### src/hw/rtl/plb_pkg.sv
`timescale 1ns / 1ps

package plb_pkg;

	// List size and element width.
	localparam int CAPACITY    = 32;
	localparam int VALUE_WIDTH = 32;

	// Fixed field widths on the ports.
	localparam int CMD_W      = 3;
	localparam int POS_W      = 7;
	localparam int IN_VALUE_W = 32;
	localparam int STATUS_W   = 2;
	localparam int COUNT_W    = 6;

	// Internal widths derived from the list size.
	localparam int CNT_W = $clog2(CAPACITY + 1);
	localparam int IDX_W = $clog2(CAPACITY);
	localparam int CMP_W = (CNT_W > POS_W - 1) ? CNT_W : POS_W - 1;

	typedef enum logic [CMD_W-1:0] {
		CMD_INS_FRONT = 3'd0,
		CMD_INS_BACK  = 3'd1,
		CMD_INS_POS   = 3'd2,
		CMD_DEL_FRONT = 3'd3,
		CMD_DEL_BACK  = 3'd4,
		CMD_DEL_POS   = 3'd5
	} cmd_t;

	typedef enum logic [STATUS_W-1:0] {
		ST_DONE   = 2'd0,
		ST_EMPTY  = 2'd1,
		ST_BADPOS = 2'd2,
		ST_FULL   = 2'd3
	} status_t;

	// Command from the controller to the cell row.
	typedef struct packed {
		logic                   ins;
		logic                   del;
		logic [IDX_W-1:0]       idx;
		logic [VALUE_WIDTH-1:0] value;
	} op_t;

endpackage

### src/hw/rtl/plb_req_if.sv
`timescale 1ns / 1ps

interface plb_req_if;
	logic                                    valid;
	logic                                    ready;
	logic [plb_pkg::CMD_W-1:0]               cmd;
	logic signed [plb_pkg::POS_W-1:0]        position;
	logic [plb_pkg::IN_VALUE_W-1:0]          value;

	modport source (output valid, output cmd, output position, output value, input ready);
	modport sink   (input valid, input cmd, input position, input value, output ready);
endinterface

### src/hw/rtl/plb_rsp_if.sv
`timescale 1ns / 1ps

interface plb_rsp_if;
	logic                          valid;
	logic                          ready;
	logic [plb_pkg::STATUS_W-1:0]  status;
	logic [plb_pkg::COUNT_W-1:0]   count;

	modport source (output valid, output status, output count, input ready);
	modport sink   (input valid, input status, input count, output ready);
endinterface

### src/hw/rtl/positional_list_buffer.sv
`timescale 1ns / 1ps

// Positional list buffer: an ordered list of up to CAPACITY values with index 0
// at the front. Each request item carries a command (insert front, back or at
// a position; delete front, back or at a position), a position and a value;
// each one yields exactly one response item with a status (done, list empty,
// invalid position, list full) and the element count after the command.
// A positional insert past the end appends at the back; a negative position
// is refused by the positional commands. The list is a row of registers that
// shifts all entries at once: a command is decoded and applied in the cycle it
// is accepted and its response is shown from the next cycle on: one item per
// cycle while the receiver holds ready, the response register letting the
// next request in as the previous response is taken. No clearing pass after reset.

module positional_list_buffer (
	input  logic      clk,
	input  logic      arst_n,
	plb_req_if.sink   req,
	plb_rsp_if.source rsp
);
	import plb_pkg::*;

	op_t              op;
	logic [CNT_W-1:0] count;

	// Controller: handshake, command decode, status, response register.
	plb_ctrl u_ctrl (
		.clk    (clk),
		.arst_n (arst_n),
		.req    (req),
		.rsp    (rsp),
		.count  (count),
		.op     (op)
	);

	// Datapath: the shifting cell row and the element count.
	plb_cells u_cells (
		.clk    (clk),
		.arst_n (arst_n),
		.op     (op),
		.count  (count)
	);

endmodule

### src/hw/rtl/plb_ctrl.sv
`timescale 1ns / 1ps

module plb_ctrl (
	input  logic                       clk,
	input  logic                       arst_n,
	plb_req_if.sink                    req,
	plb_rsp_if.source                  rsp,
	input  logic [plb_pkg::CNT_W-1:0]  count,
	output plb_pkg::op_t               op
);
	import plb_pkg::*;

	typedef enum logic {
		S_IDLE,
		S_HOLD
	} state_t;

	state_t          state_q;
	status_t         status_q;
	status_t         status_d;
	logic            accept;
	logic            neg;
	logic            full;
	logic            empty;
	logic [CMP_W-1:0] pos_c;
	logic [CMP_W-1:0] cnt_c;
	logic [CMP_W-1:0] ins_pos;

	assign req.ready = (state_q == S_IDLE) || rsp.ready;
	assign accept    = req.valid && req.ready;

	assign neg     = req.position[POS_W-1];
	assign full    = (count == CNT_W'(CAPACITY));
	assign empty   = (count == '0);
	assign pos_c   = CMP_W'(req.position[POS_W-2:0]);
	assign cnt_c   = CMP_W'(count);
	assign ins_pos = (pos_c < cnt_c) ? pos_c : cnt_c;

	// Decode the command into a status and a cell-row operation.
	always_comb begin
		status_d = ST_DONE;
		op.ins   = 1'b0;
		op.del   = 1'b0;
		op.idx   = '0;
		op.value = VALUE_WIDTH'(req.value);
		case (req.cmd)
			CMD_INS_FRONT, CMD_INS_BACK, CMD_INS_POS: begin
				if (req.cmd == CMD_INS_POS && neg) begin
					status_d = ST_BADPOS;
				end else if (full) begin
					status_d = ST_FULL;
				end else begin
					op.ins = accept;
					if (req.cmd == CMD_INS_BACK) op.idx = IDX_W'(count);
					else if (req.cmd == CMD_INS_POS) op.idx = IDX_W'(ins_pos);
				end
			end
			CMD_DEL_FRONT, CMD_DEL_BACK: begin
				if (empty) begin
					status_d = ST_EMPTY;
				end else begin
					op.del = accept;
					if (req.cmd == CMD_DEL_BACK) op.idx = IDX_W'(count - 1'b1);
				end
			end
			CMD_DEL_POS: begin
				if (neg || pos_c >= cnt_c) begin
					status_d = ST_BADPOS;
				end else begin
					op.del = accept;
					op.idx = IDX_W'(pos_c);
				end
			end
			default: status_d = ST_DONE;
		endcase
	end

	always_ff @(posedge clk or negedge arst_n) begin
		if (!arst_n) begin
			state_q  <= S_IDLE;
			status_q <= ST_DONE;
		end else begin
			case (state_q)
				S_IDLE: begin
					if (accept) begin
						state_q  <= S_HOLD;
						status_q <= status_d;
					end
				end
				S_HOLD: begin
					if (accept) begin
						status_q <= status_d;
					end else if (rsp.ready) begin
						state_q <= S_IDLE;
					end
				end
				default: state_q <= S_IDLE;
			endcase
		end
	end

	assign rsp.valid  = (state_q == S_HOLD);
	assign rsp.status = status_q;
	assign rsp.count  = COUNT_W'(count);

endmodule

### src/hw/rtl/plb_cells.sv
`timescale 1ns / 1ps

module plb_cells (
	input  logic                       clk,
	input  logic                       arst_n,
	input  plb_pkg::op_t               op,
	output logic [plb_pkg::CNT_W-1:0]  count
);
	import plb_pkg::*;

	logic [VALUE_WIDTH-1:0] cells_q [CAPACITY];
	logic [VALUE_WIDTH-1:0] prev_w  [CAPACITY];
	logic [VALUE_WIDTH-1:0] next_w  [CAPACITY];
	logic [CNT_W-1:0]       count_q;

	// Neighbor taps; the ends see themselves.
	for (genvar g = 0; g < CAPACITY; g++) begin : g_tap
		if (g == 0) begin : g_first
			assign prev_w[g] = cells_q[g];
		end else begin : g_prev
			assign prev_w[g] = cells_q[g-1];
		end
		if (g == CAPACITY - 1) begin : g_last
			assign next_w[g] = cells_q[g];
		end else begin : g_next
			assign next_w[g] = cells_q[g+1];
		end
	end

	// Each cell keeps, loads, shifts back on insert or shifts forward on delete.
	always_ff @(posedge clk) begin
		for (int i = 0; i < CAPACITY; i++) begin
			if (op.ins) begin
				if (IDX_W'(i) == op.idx) cells_q[i] <= op.value;
				else if (IDX_W'(i) > op.idx) cells_q[i] <= prev_w[i];
			end else if (op.del) begin
				if (IDX_W'(i) >= op.idx) cells_q[i] <= next_w[i];
			end
		end
	end

	always_ff @(posedge clk or negedge arst_n) begin
		if (!arst_n) begin
			count_q <= '0;
		end else if (op.ins) begin
			count_q <= count_q + 1'b1;
		end else if (op.del) begin
			count_q <= count_q - 1'b1;
		end
	end

	assign count = count_q;

endmodule

### src/flat_wrapper.sv
// flat-port wrapper written by rule: the top's interface ports become plain ports
module positional_list_buffer_flat import plb_pkg::*;
  (clk, arst_n, req_valid, req_cmd, req_position, req_value, req_ready, rsp_valid, rsp_status, rsp_count, rsp_ready);
  plb_req_if req_i ();
  plb_rsp_if rsp_i ();
  input  logic clk;
  input  logic arst_n;
  input wire logic [$bits(req_i.valid)-1:0] req_valid;
  input wire logic [$bits(req_i.cmd)-1:0] req_cmd;
  input wire logic [$bits(req_i.position)-1:0] req_position;
  input wire logic [$bits(req_i.value)-1:0] req_value;
  output wire logic [$bits(req_i.ready)-1:0] req_ready;
  output wire logic [$bits(rsp_i.valid)-1:0] rsp_valid;
  output wire logic [$bits(rsp_i.status)-1:0] rsp_status;
  output wire logic [$bits(rsp_i.count)-1:0] rsp_count;
  input wire logic [$bits(rsp_i.ready)-1:0] rsp_ready;
  assign req_i.valid = req_valid;
  assign req_i.cmd = req_cmd;
  assign req_i.position = req_position;
  assign req_i.value = req_value;
  assign req_ready = req_i.ready;
  assign rsp_valid = rsp_i.valid;
  assign rsp_status = rsp_i.status;
  assign rsp_count = rsp_i.count;
  assign rsp_i.ready = rsp_ready;
  positional_list_buffer u_core (.clk(clk), .arst_n(arst_n), .req(req_i), .rsp(rsp_i));
endmodule
### config.mk
export PLATFORM = sky130hd
export DESIGN_NAME = positional_list_buffer_flat
export DESIGN_NICKNAME = d
export VERILOG_FILES = /design/src/hw/rtl/plb_pkg.sv /design/src/hw/rtl/plb_req_if.sv /design/src/hw/rtl/plb_rsp_if.sv /design/src/hw/rtl/positional_list_buffer.sv /design/src/hw/rtl/plb_ctrl.sv /design/src/hw/rtl/plb_cells.sv /design/src/flat_wrapper.sv
export SDC_FILE = /design/constraint.sdc
export NUM_CORES = 1
export LEC_CHECK = 0
export BUFFER_PORTS_ARGS = -buffer_cell sky130_fd_sc_hd__buf_2
export CAP_MARGIN = 20
export CORE_ASPECT_RATIO = 1.1
export CORE_MARGIN = 3
export CORE_UTILIZATION = 45
export DETAILED_ROUTE_END_ITERATION = 16
export PLACE_DENSITY = 0.83
export SLEW_MARGIN = 30
export SYNTH_ARGS = -nofsm -noshare
export SYNTH_HDL_FRONTEND = slang
export SYNTH_SLANG_ARGS = --single-unit
### constraint.sdc
create_clock -name clk -period 3.73 [get_ports clk]
set_input_delay 0.746 -clock clk [delete_from_list [all_inputs] [get_ports clk]]
set_output_delay 0.746 -clock clk [all_outputs]
set_load 0.02 [all_outputs]
Yosys cells after proc, flatten, opt, wreduce, memory -nomap -nowiden
Index checks and enable logic that the tools add are counted.

Equality and inequality tests: 6. Bitwise operators: 1. Add/sub/neg operators: 2. Mux-type cells: 19. Magnitude comparators: 1. Reductions and logical operators: 9.

Operators with widths (count): $mux W6 (4); $mux W2 (4); $mux W1 (7); $add A6 B1 Y6 const B (1); $eq A3 B2 Y1 const B (2); $eq A3 B3 Y1 const B (2); $eq A6 B6 Y1 const B (1); $ge A6 B6 Y1 (1); $logic_not A6 Y1 (1); $pmux W2 S3 (1); $sub A6 B1 Y6 const B (1); $mux W5 (1); $pmux W1 S2 (2); $eq A3 B1 Y1 const B (1); $logic_not A3 Y1 (1); $reduce_or A3 Y1 (1); $logic_and A1 B1 Y1 (2); $logic_or A1 B1 Y1 (2); $reduce_bool A2 Y1 (1); $reduce_or A2 Y1 (1); $not A1 Y1 (1).

Logic and storage cells: 41. Output and inout bits: 10. Bits in registers: 9.

Depth between registers and ports, before layout
Gate-level depths: netlist of the first run.

Depth after elaboration: 7. Gate-level depth with buffers: 8. Depth with buffers taken out: 7.

By module
A second synthesis of the first run with hierarchy kept.

Cell total of the unflattened synthesis: 161. Area total of the unflattened synthesis: 1373.8 um^2.

Modules (own cells, without submodules): plb_ctrl (area an instance 980.9 um^2, times used 1, cells each 126); plb_cells (area an instance 392.9 um^2, times used 1, cells each 35).

Worst setup path after synthesis of the first run
OpenSTA, ideal clock, no wires.

Path kind: input-to-reg. From: input port req_position[5]. To: register u_core.u_cells.count_q[2], in the netlist u_core.u_cells.count[2]. Cell stages on the path: 6. Data required time: 3650 ps. Arrival time: 2070 ps. Library setup time: 80 ps. Setup slack: 1580 ps. Cell sequence: ha_1 > a211o_1 > a31oi_1 > o2111ai_2 > a22oi_1 > xnor2_1.

Longest elaborated chain between the ends: 5.

RTL lines: start, declared (line flat_wrapper.sv:10) `input wire logic [$bits(req_i.position)-1:0] req_position;`; $ge A6 B6 Y1 (line plb_ctrl.sv:67) `if (neg || pos_c >= cnt_c) begin`; $logic_or A1 B1 Y1 (line plb_ctrl.sv:67); $mux W6 (line plb_ctrl.sv:67); $pmux W1 S2 (line plb_ctrl.sv:46) `case (req.cmd)`; $reduce_bool A2 Y1 (no source line); end signal, assigned (line plb_cells.sv:46) `count_q <= count_q + 1'b1;`; end signal, assigned (line plb_cells.sv:48) `count_q <= count_q - 1'b1;`; end, declared (line plb_cells.sv:14) `logic [CNT_W-1:0] count_q;`.

No other way between the ends. A chain may end at the register's enable or synchronous reset.

Worst setup path in the final report of the first run
From: register u_core.u_cells.count_q[5], in the netlist u_core.u_cells.count[5]. To: register u_core.u_cells.count_q[2], in the netlist u_core.u_cells.count[2].

Longest elaborated chain between the ends: 5.

RTL lines (line): $ge A6 B6 Y1 / $eq A6 B6 Y1 (equally long branches) (plb_ctrl.sv:67, plb_ctrl.sv:33); $logic_or A1 B1 Y1 / $mux W1 (equally long branches) (plb_ctrl.sv:67, plb_ctrl.sv:50); $mux W6 / $mux W1 (equally long branches) (plb_ctrl.sv:67, plb_ctrl.sv:48); $pmux W1 S2 / $mux W1 (equally long branches) (plb_ctrl.sv:46); $reduce_bool A2 Y1 (no source line) / $mux W6 (equally long branches).

Parallel ways exist; a longest one is shown, timed or not.

==> results.cfg, run 1 <==
[global_routing]
use_met2_pct = 29.5
track_usage_pct = 17.0
met3_usage_pct = 6.19
grt_pass1_vias = 736
top_usage_layer = met2
gr-usage-met1_pct = 18.0
grt.overflow.total = 0
grt_max_degree = 11
antenna_found_initial = 0
grt_pass1_wl_mm = 2.99

[final_layout]
synthToLayoutAreaGrowth_pct = 15.6
regArea_um2 = 225
fill_cells = 182
multi_input_area_um2 = 593
diodes = 0
drive_gt1_share_pct = 28.6
nNetsFinal = 175

[timing]
tightest_slew_ns = 0.371
whs_ns = 0.319
finalClockSkew_ns = 0.00794
hold_violations = 0
grt_setup_unrepaired = no
max_slew_margin_pct = 75.1
tns_ns = 0
finalCritPeriodShare_pct = 59.5
fin_crit_ns = 2.22
max_freq_mhz = 451
setup_viol = 0
drv_slew = 0

[yosys]
synth_fp_nets = 150
synth_top_family_by_area = compound AO/OA/AOI/OAI gates
synth.distinct_cells = 40
synth_flop_cell = dfrtp_1
synth-edff-count = 0
ys_warn_count = 0
synth_compound_area_share_pct = 24.3
synth-xor-area-share_pct = 6.00
synth_mux_area_share_pct = 1.14
netlist_area_um2 = 876
synth-simple-area-share_pct = 23.4
avgSynthCellArea_um2 = 9.22
yosysSeqAreaShare_pct = 25.7
async_flop_share_pct = 100
synthesis.instances = 95
synth_seq_cells = 9
synth_adder_area_share_pct = 12.9

[job]
maxCapViolations = 0

[cts]
cts_setup_buffers = 0
clk_pin_slew_ns = 0.07
clk_latency_ns = 0.26
htreeDepth = 1
cts_resized = 0
clockRootBuffer = clkbuf_4
cts_buffer_depth = 2
cts_tree = done
clkSinkCount = 9
ctsHoldBuffers = 0
cts_buffers = 3

[worst_setup_path]
required_ns = 3.90
cp-end-kind = register
path_max_fanout = 8
crit_path_top_delay_cell = dfrtp_1
worstPathCellList = inv_1 > ha_1 > a211o_1 > a31oi_1 > o2111ai_2 > a22oi_1 > xnor2_1
cp-start-kind = register
cp.arrival_ns = 2.39
critPathMaxStageDelay_ns = 0.46
worstSetupPathType = register to register

[placement]
hpwlAfterDp_mm = 1.55
io_buffers = 23
gp_congestion = 0.854

[routing]
drc = 0
antenna_left = 0
wl_per_cell_um = 14.2
via_count = 820
avgViaCountPerCell = 5.99
dr.first_iter.drc_count = 22
wirelength_mm = 1.94
firstDrtPassIters = 4

[power]
ir_worst_vdd_mv = 0.371
pwr_density_cell_mw_per_mm2 = 566
leakage_uw = 0.000472

[die]
core_mm2 = 0.00180
die_h_um = 52.3
dieWidth_um = 48.1
fp-row-count = 16
io_pins = 56
die_area_mm2 = 0.00251
start_util_pct = 48.6

[hold_path]
hp-class = input port to asynchronous set/reset pin

[outcome]
outcome = finished, final reports clean
-- per-stage QoR --
step                      instances  setup WS (ns)  util, %  area [um^2]  power [uW]
after global placement          133           1.35     54.7          986         483
after detailed placement        133           1.32     54.7          986         495
final                           137           1.51     56.2         1010         573
after floorplan                  95           1.58        -          876         401
after global routing            137           1.34     56.2         1010         629
after CTS                       137           1.52     56.2         1010         579
-- final timing paths --
check	start	end	cells past startpoint	slack (ns)
worst max register to register	u_core.u_cells.count[5]	u_core.u_cells.count[2]	7	1.51
min in group clk	u_core.u_ctrl.rsp.status[1]	u_core.u_ctrl.rsp.status[1]	2	0.48
worst max-delay path	u_core.u_cells.count[5]	u_core.u_cells.count[2]	7	1.51
max in group asynchronous	arst_n	u_core.u_cells.count[3]	1	3.22
worst min-delay path	arst_n	u_core.u_ctrl.rsp.status[0]	1	0.32
worst min register to register	u_core.u_ctrl.rsp.status[1]	u_core.u_ctrl.rsp.status[1]	2	0.48
-- cell type report --
cell class	instances	share of cell area, %
multi-input combinational	75	58.6
sequential	9	22.2
timing repair buffer	23	11.4
inverter	8	2.97
clock buffer	4	2.60
tap	18	2.22
-- sequential cells by signal, summed over array words and instances (netlist names) --
register and cells:
u_core.u_ctrl.rsp.valid 1, u_core.u_cells.count 6, u_core.u_ctrl.rsp.status 2
-- cell usage after synthesis (2+ instances only) --
| master | count | area (um^2) |
|---|---|---|
| nor2_1 | 4 | 15.0 |
| nand2b_1 | 3 | 18.8 |
| a21oi_1 | 3 | 15.0 |
| and2_1 | 2 | 12.5 |
| xnor2_1 | 5 | 43.8 |
| buf_6 | 2 | 22.5 |
| nor3_1 | 3 | 15.0 |
| a22oi_1 | 3 | 22.5 |
| o211ai_1 | 2 | 15.0 |
| o21ai_0 | 3 | 15.0 |
| a31oi_1 | 2 | 12.5 |
| ha_1 | 9 | 113 |
| inv_1 | 8 | 30.0 |
| dfrtp_1 | 9 | 225 |
| o22ai_1 | 2 | 12.5 |
| nand2_1 | 8 | 30.0 |
| nand3_1 | 4 | 20.0 |
-- cells in the final DEF (no fill, tap or decap), drive strengths merged, types with 2 or more instances in the layout --
cell / synthesis / layout
buf: 3 / 23
clkbuf: 0 / 4
a22oi: 4 / 4
nor3: 3 / 3
o22ai: 2 / 2
nor2: 4 / 4
nand4: 2 / 2
xnor2: 5 / 5
nand2: 8 / 8
nand2b: 3 / 3
o211ai: 2 / 2
o21ai: 4 / 4
nand3: 4 / 4
and2: 2 / 2
a21oi: 3 / 3
a31oi: 2 / 2
o2111ai: 2 / 2
inv: 8 / 8
and3: 2 / 2
ha: 9 / 9
dfrtp: 9 / 9
-- worst max-delay path, delay by kind of cell, from the launching register on --
family	cells	cell delay [ns]
AOI/OAI and AO/OA	4	1.02
xor gates and xnor gates	1	0.16
adders and majority gates	1	0.34
DFF	1	0.46
buffers and inverters	1	0.14
-- cells by family after synthesis --
group / count (synthesis)
and+or+nand+nor: 34
AOI/OAI and AO/OA: 25
buffers and inverters: 11
adders and majority gates: 9
DFF: 9
xor gates and xnor gates: 6
muxes: 1
-- report_power, final --
part | leakage (uW) | switching [uW] | internal, uW
registers | 0.000104 | 49.6 | 131
logic | 0.000353 | 192 | 124
clock network | 0.0000150 | 36.0 | 41.3
total | 0.000472 | 277 | 296
-- routing by layer --
metal	share of wire, %	vias up	routed length (um)
li1	-	408	-
met1	42	376	815
met2	51	34	983
met3	6.6	2	129
met4	0.72	0	14
met5	0	-	0
No activity file was read; power rests on OpenSTA's default activity.
==> run 2, diff against run 1 <==
Settings changed: ABC_AREA set to 1, CORE_UTILIZATION 45 to 43, PLACE_DENSITY 0.83 to 0.78.
Clock period 3.73 ns to 2.3 ns, I/O delays scaled along.
==> run 2 against run 1 <==
First-iteration DRC count decreased by 68%. Die area increased by 12%. Sequential cell count unchanged. Synthesized cell count increased by 40%. Sequential share of layout area decreased by 1.7 points. Power increased by 110%. Critical path type unchanged. Critical endpoint unchanged. Largest cell class unchanged.
==> results.cfg, run 2 <==
[worst_setup_path]
crit_start = u_core.u_cells.count[4]
ff2ff_path_depth = 9
worstSetupPathType = register to register
cp-start-kind = register
crit_path_top_delay_cell = dfrtp_1
required_ns = 2.49
cp-end-kind = register
path_max_fanout = 7
worstPathCellList = inv_1 > ha_1 > nand2_1 > inv_1 > a21oi_1 > nand4_4 > nand3_2 > nand2_1 > nand2_1
reg2reg_to = u_core.u_cells.count[2]
reg2reg_slack_ns = 0.37
critPathMaxStageDelay_ns = 0.45
critical_path.most_common_cell = nand2_1
cp.arrival_ns = 2.11
endpoint = u_core.u_cells.count[2]
reg2reg_from = u_core.u_cells.count[4]

[timing]
finalClockSkew_ns = 0.00646
fin_crit_ns = 1.93
setup_viol = 0
drv_slew = 0
max_freq_mhz = 519
fin_ws_ns = 0.374
finalCritPeriodShare_pct = 83.8
tightest_slew_ns = 0.389
hold_violations = 0
grt_setup_unrepaired = no
tns_ns = 0
max_slew_margin_pct = 74.0

[routing]
wl_per_cell_um = 11.0
drc = 0
antenna_left = 0
wirelength_mm = 2.04
firstDrtPassIters = 4
via_count = 922
avgViaCountPerCell = 4.96
dr.first_iter.drc_count = 7

[global_routing]
grt.overflow.total = 0
antenna_found_initial = 0
track_usage_pct = 15.6
grt_max_degree = 15
grt_pass1_vias = 895
grt_pass1_wl_mm = 3.57

[final_layout]
largest_reg_flops = 6
diodes = 0
drive_gt1_share_pct = 26.6
layout_commonest_cell = nand2_1
final_cells = 186
post-route-util_pct = 53.8
synthToLayoutAreaGrowth_pct = 15.8
fill_cells = 217
most-common-layout-cells = nand2_1 (46), buf_2 (23), inv_1 (17), nor2_1 (10)
nNetsFinal = 214

[outcome]
outcome = finished, final reports clean

[cts]
cts_resized = 0
ctsHoldBuffers = 0
cts_setup_buffers = 0
cts_buffers = 3
clk_latency_ns = 0.26
cts_buffer_depth = 2
htreeDepth = 1
clockRootBuffer = clkbuf_4
cts_tree = done
clk_pin_slew_ns = 0.07
clkSinkCount = 9

[yosys]
synth_seq_cells = 9
synth.distinct_cells = 23
yosysMostFrequentCell = nand2_1
post-synth-top-area-fraction_pct = 23.7
async_flop_share_pct = 100
synth_area_leader_cell = dfrtp_1
synthesis.instances = 133
synth-edff-count = 0
synth_flop_cell = dfrtp_1
avgSynthCellArea_um2 = 7.13
yosysSeqAreaShare_pct = 23.7
netlist_area_um2 = 948
yosys-top-cells-area = dfrtp_1 (24%), nand2_1 (18%), ha_1 (12%), inv_1 (6.7%), xor2_1 (6.5%)
ys_warn_count = 0
synth_fp_nets = 188
synth_common_cells = nand2_1 (46), inv_1 (17), nor2_1 (10)

[power]
leakage_uw = 0.000620
pwr_density_cell_mw_per_mm2 = 1080
power_uw = 1190
ir_worst_vdd_mv = 0.515

[die]
io_pins = 56
dieWidth_um = 50.8
core_mm2 = 0.00204
die_area_mm2 = 0.00281
start_util_pct = 46.4
die_h_um = 55.3
fp-row-count = 17

[placement]
hpwlAfterDp_mm = 1.69
io_buffers = 23
dp_cells = 182
placement.setup.worst_slack_ns = 0.405
gp_congestion = 0.830

[hold_path]
hp-class = input port to asynchronous set/reset pin

[job]
maxCapViolations = 0
==> run 2: cell count changes in the layout (fill, tap and decap cells not counted), sizes merged, moves of 5 or more <==
cell,delta
inv,+9
nand4,+5
nand2,+45
xor2,+6
nor2,+8
==> run 2: worst min path at each step <==
stage,from,cells after the start,end
after floorplan,arst_n,0,u_core.u_cells.count[0]
after global placement,arst_n,1,u_core.u_ctrl.rsp.status[0]
after detailed placement,arst_n,1,u_core.u_ctrl.rsp.valid
after CTS,arst_n,1,u_core.u_cells.count[4]
after global routing,arst_n,1,u_core.u_cells.count[5]
final,arst_n,1,u_core.u_cells.count[4]
==> run 2: kinds of logic (layout without fill, tap and decap cells) <==
logic type      after synthesis  in the layout  share of synthesized area [%]
simple gates                 82             82                           43.5
buf+inv                      20             45                           10.0
fa+ha+maj                     9              9                           11.9
flops                         9              9                           23.7
xor+xnor                      8              8                           7.39
compound gates                5              5                           3.43
==> run 2: layout make-up <==
type	instances	area (um^2)	area share [%]
Timing Repair Buffer	23	115	10.5
Sequential cell	9	225	20.5
Tap cell	28	35.0	3.19
Clock buffer	4	26.3	2.39
Inverter	18	68.8	6.26
Multi-Input combinational cell	104	628	57.2
==> run 2: where the power goes <==
group | switching, uW | internal [uW] | total (uW)
clock network | 54.3 | 66.7 | 121
registers | 109 | 214 | 324
logic | 458 | 284 | 742
==> run 2: metrics by stage <==
step	hold slack, ns	instance area, um^2
after detailed placement	0.321	1070
after floorplan	0.164	948
after global placement	0.313	1070
after CTS	0.0408	1100
final	0.0412	1100
after global routing	0.0393	1100
==> run 2: critical path: cells and delay by family (launching register included) <==
family	cells	cell delay [ns]
compound gates	1	0.27
simple gates	5	0.58
flops	1	0.45
buf+inv	2	0.22
fa+ha+maj	1	0.32
==> run 2: metal layers <==
metal	routed length (um)	part of all wire [%]	vias to the layer above	GRT usage [%]
met5	0	0	-	0
li1	-	-	466	-
met3	57	2.8	2	1.08
met2	1130	55	20	28.7
met1	838	41	434	17.6
met4	14	0.69	0	7.31
==> run 3, diff against run 2 <==
Settings changed: ABC_AREA 1 to 0, CORE_UTILIZATION 43 to 42.
Clock period 2.3 ns to 1.96 ns, I/O delays scaled along.
==> run 3 against run 2 <==
Sequential cell count did not move. First-iteration DRC count rose to 3.4 times the previous value. Critical path type unchanged. Register-to-register slack got worse by 0.25 ns. Cell count fell by 17%. Largest power group unchanged. Maximum frequency rose by 4.8%. Clock-buffer cell count did not move. Power rose by 6.6%. Die area fell by 4.8%. Critical endpoint is now u_core.u_cells.count[5].
==> results.cfg, run 3 (synthesis results as in run 1) <==
[worst_setup_path]
required_ns = 2.14
crit_path_top_delay_cell = dfrtp_2
worstSetupPathType = register to register
reg2reg_from = u_core.u_cells.count[0]
path_depth = 7
cp.arrival_ns = 2.01
crit_family = simple AND/OR/NAND/NOR gates
path_buf_inv = 1
path_max_fanout = 7
crit_start = u_core.u_cells.count[0]
cp-end-kind = register
critPathMaxStageDelay_ns = 0.42
cp-start-kind = register
worstPathCellList = inv_2 > ha_4 > nor4b_2 > and2_2 > or4_4 > a22oi_2 > xnor2_1
ff2ff_path_depth = 7

[global_routing]
grt.overflow.total = 0
track_usage_pct = 16.9
grt_pass1_wl_mm = 3.52
grt_max_degree = 11
grt_pass1_vias = 820
antenna_found_initial = 0

[timing]
tns_ns = 0
grt_setup_unrepaired = no
finalCritPeriodShare_pct = 93.8
drv_slew = 0
max_slew_margin_pct = 70.6
hold_violations = 0
max_freq_mhz = 544
fin_crit_ns = 1.84
finalClockSkew_ns = 0.00315
setup_viol = 0
tightest_slew_ns = 0.440

[routing]
wl_per_cell_um = 13.1
drc = 0
via_count = 828
dr.first_iter.drc_count = 24
firstDrtPassIters = 4
wirelength_mm = 2.02
avgViaCountPerCell = 5.38
antenna_left = 0

[final_layout]
most-common-layout-cells = buf_2 (23), ha_1 (8), nand2_1 (7), buf_4 (7), dfrtp_1 (6)
fill_cells = 179
largest_reg_flops = 6
post-route-util_pct = 61.5
diodes = 0
synthToLayoutAreaGrowth_pct = 32.1
drive_gt1_share_pct = 44.1
layout_commonest_cell = buf_2
nNetsFinal = 183

[die]
io_pins = 56
core_mm2 = 0.00188
die_area_mm2 = 0.00267
dieWidth_um = 49.5
die_h_um = 53.9
fp-row-count = 16
start_util_pct = 46.5

[hold_path]
hp-class = input port to register
worstHoldStart = req_valid
hold_path_depth = 2

[cts]
clockRootBuffer = clkbuf_4
cts_buffer_depth = 2
htreeDepth = 1
cts_buffers = 3
clk_latency_ns = 0.26
clkSinkCount = 9
cts_tree = done
clk_pin_slew_ns = 0.06

[placement]
gp_congestion = 0.876
io_buffers = 23
hpwlAfterDp_mm = 1.64

[job]
maxCapViolations = 0

[power]
power_uw = 1260
pwr_density_cell_mw_per_mm2 = 1090
ir_worst_vdd_mv = 0.828
leakage_uw = 0.000505

[outcome]
outcome = finished, final reports clean
run 3: cell count changes in the layout (fill, tap and decap cells not counted), sizes merged, moves of 3 or more:
cell	change
nand4	-5
nor2	-8
xor2	-6
inv	-9
a22oi	+4
nand2b	+3
nand3	-4
xnor2	+4
nand2	-45
buf	+7
run 3: area by class of cell:
class / count / area, um^2 / share of cell area, %
multi-input combinational: 75 / 661 / 57.1
sequential: 9 / 229 / 19.8
timing repair buffer: 31 / 178 / 15.4
tap: 27 / 33.8 / 2.92
inverter: 8 / 30.0 / 2.59
clock buffer: 4 / 26.3 / 2.27
run 3: repair_timing:
action	CTS	global route
resized for setup	0	10
hold endpoints to repair	9	0
hold buffers	1	0
endpoints found under the setup margin	0	5
setup buffers	0	0
run 3: path summary, 6_finish.rpt:
kind / endpoint / slack [ns]
worst min-delay path: u_core.u_ctrl.rsp.valid / 0.41
worst min register to register: u_core.u_ctrl.rsp.status[1] / 0.47
max in group asynchronous: u_core.u_cells.count[5] / 1.25
worst max-delay path: u_core.u_cells.count[5] / 0.12
worst max register to register: u_core.u_cells.count[5] / 0.12
min in group asynchronous: u_core.u_cells.count[2] / 0.51
run 3: through the flow:
stage / worst slack (ns) / hold WS [ns] / instance area [um^2] / cells
global route: 0.00699 / 0.421 / 1160 / 154
detailed placement: -0.0226 / 0.258 / 1070 / 149
floorplan: 0.0214 / 0.0964 / 892 / 95
global placement: -0.00341 / 0.255 / 1070 / 149
CTS: 0.0583 / 0.414 / 1100 / 154
finish: 0.122 / 0.411 / 1160 / 154
run 3: power by group:
group / total, uW / internal (uW) / switching, uW
Sequential: 315 / 255 / 60.0
Combinational: 805 / 338 / 467
Clock: 144 / 78.5 / 65.6
Total: 1260 / 671 / 593
run 3: per-layer routing:
metal	global-route usage, %	part of all wire (%)	vias to the layer above
met5	0	0	-
met4	1.38	0	0
met3	4.71	4.1	0
met2	33.5	53	18
met1	18.8	43	393
li1	-	-	417
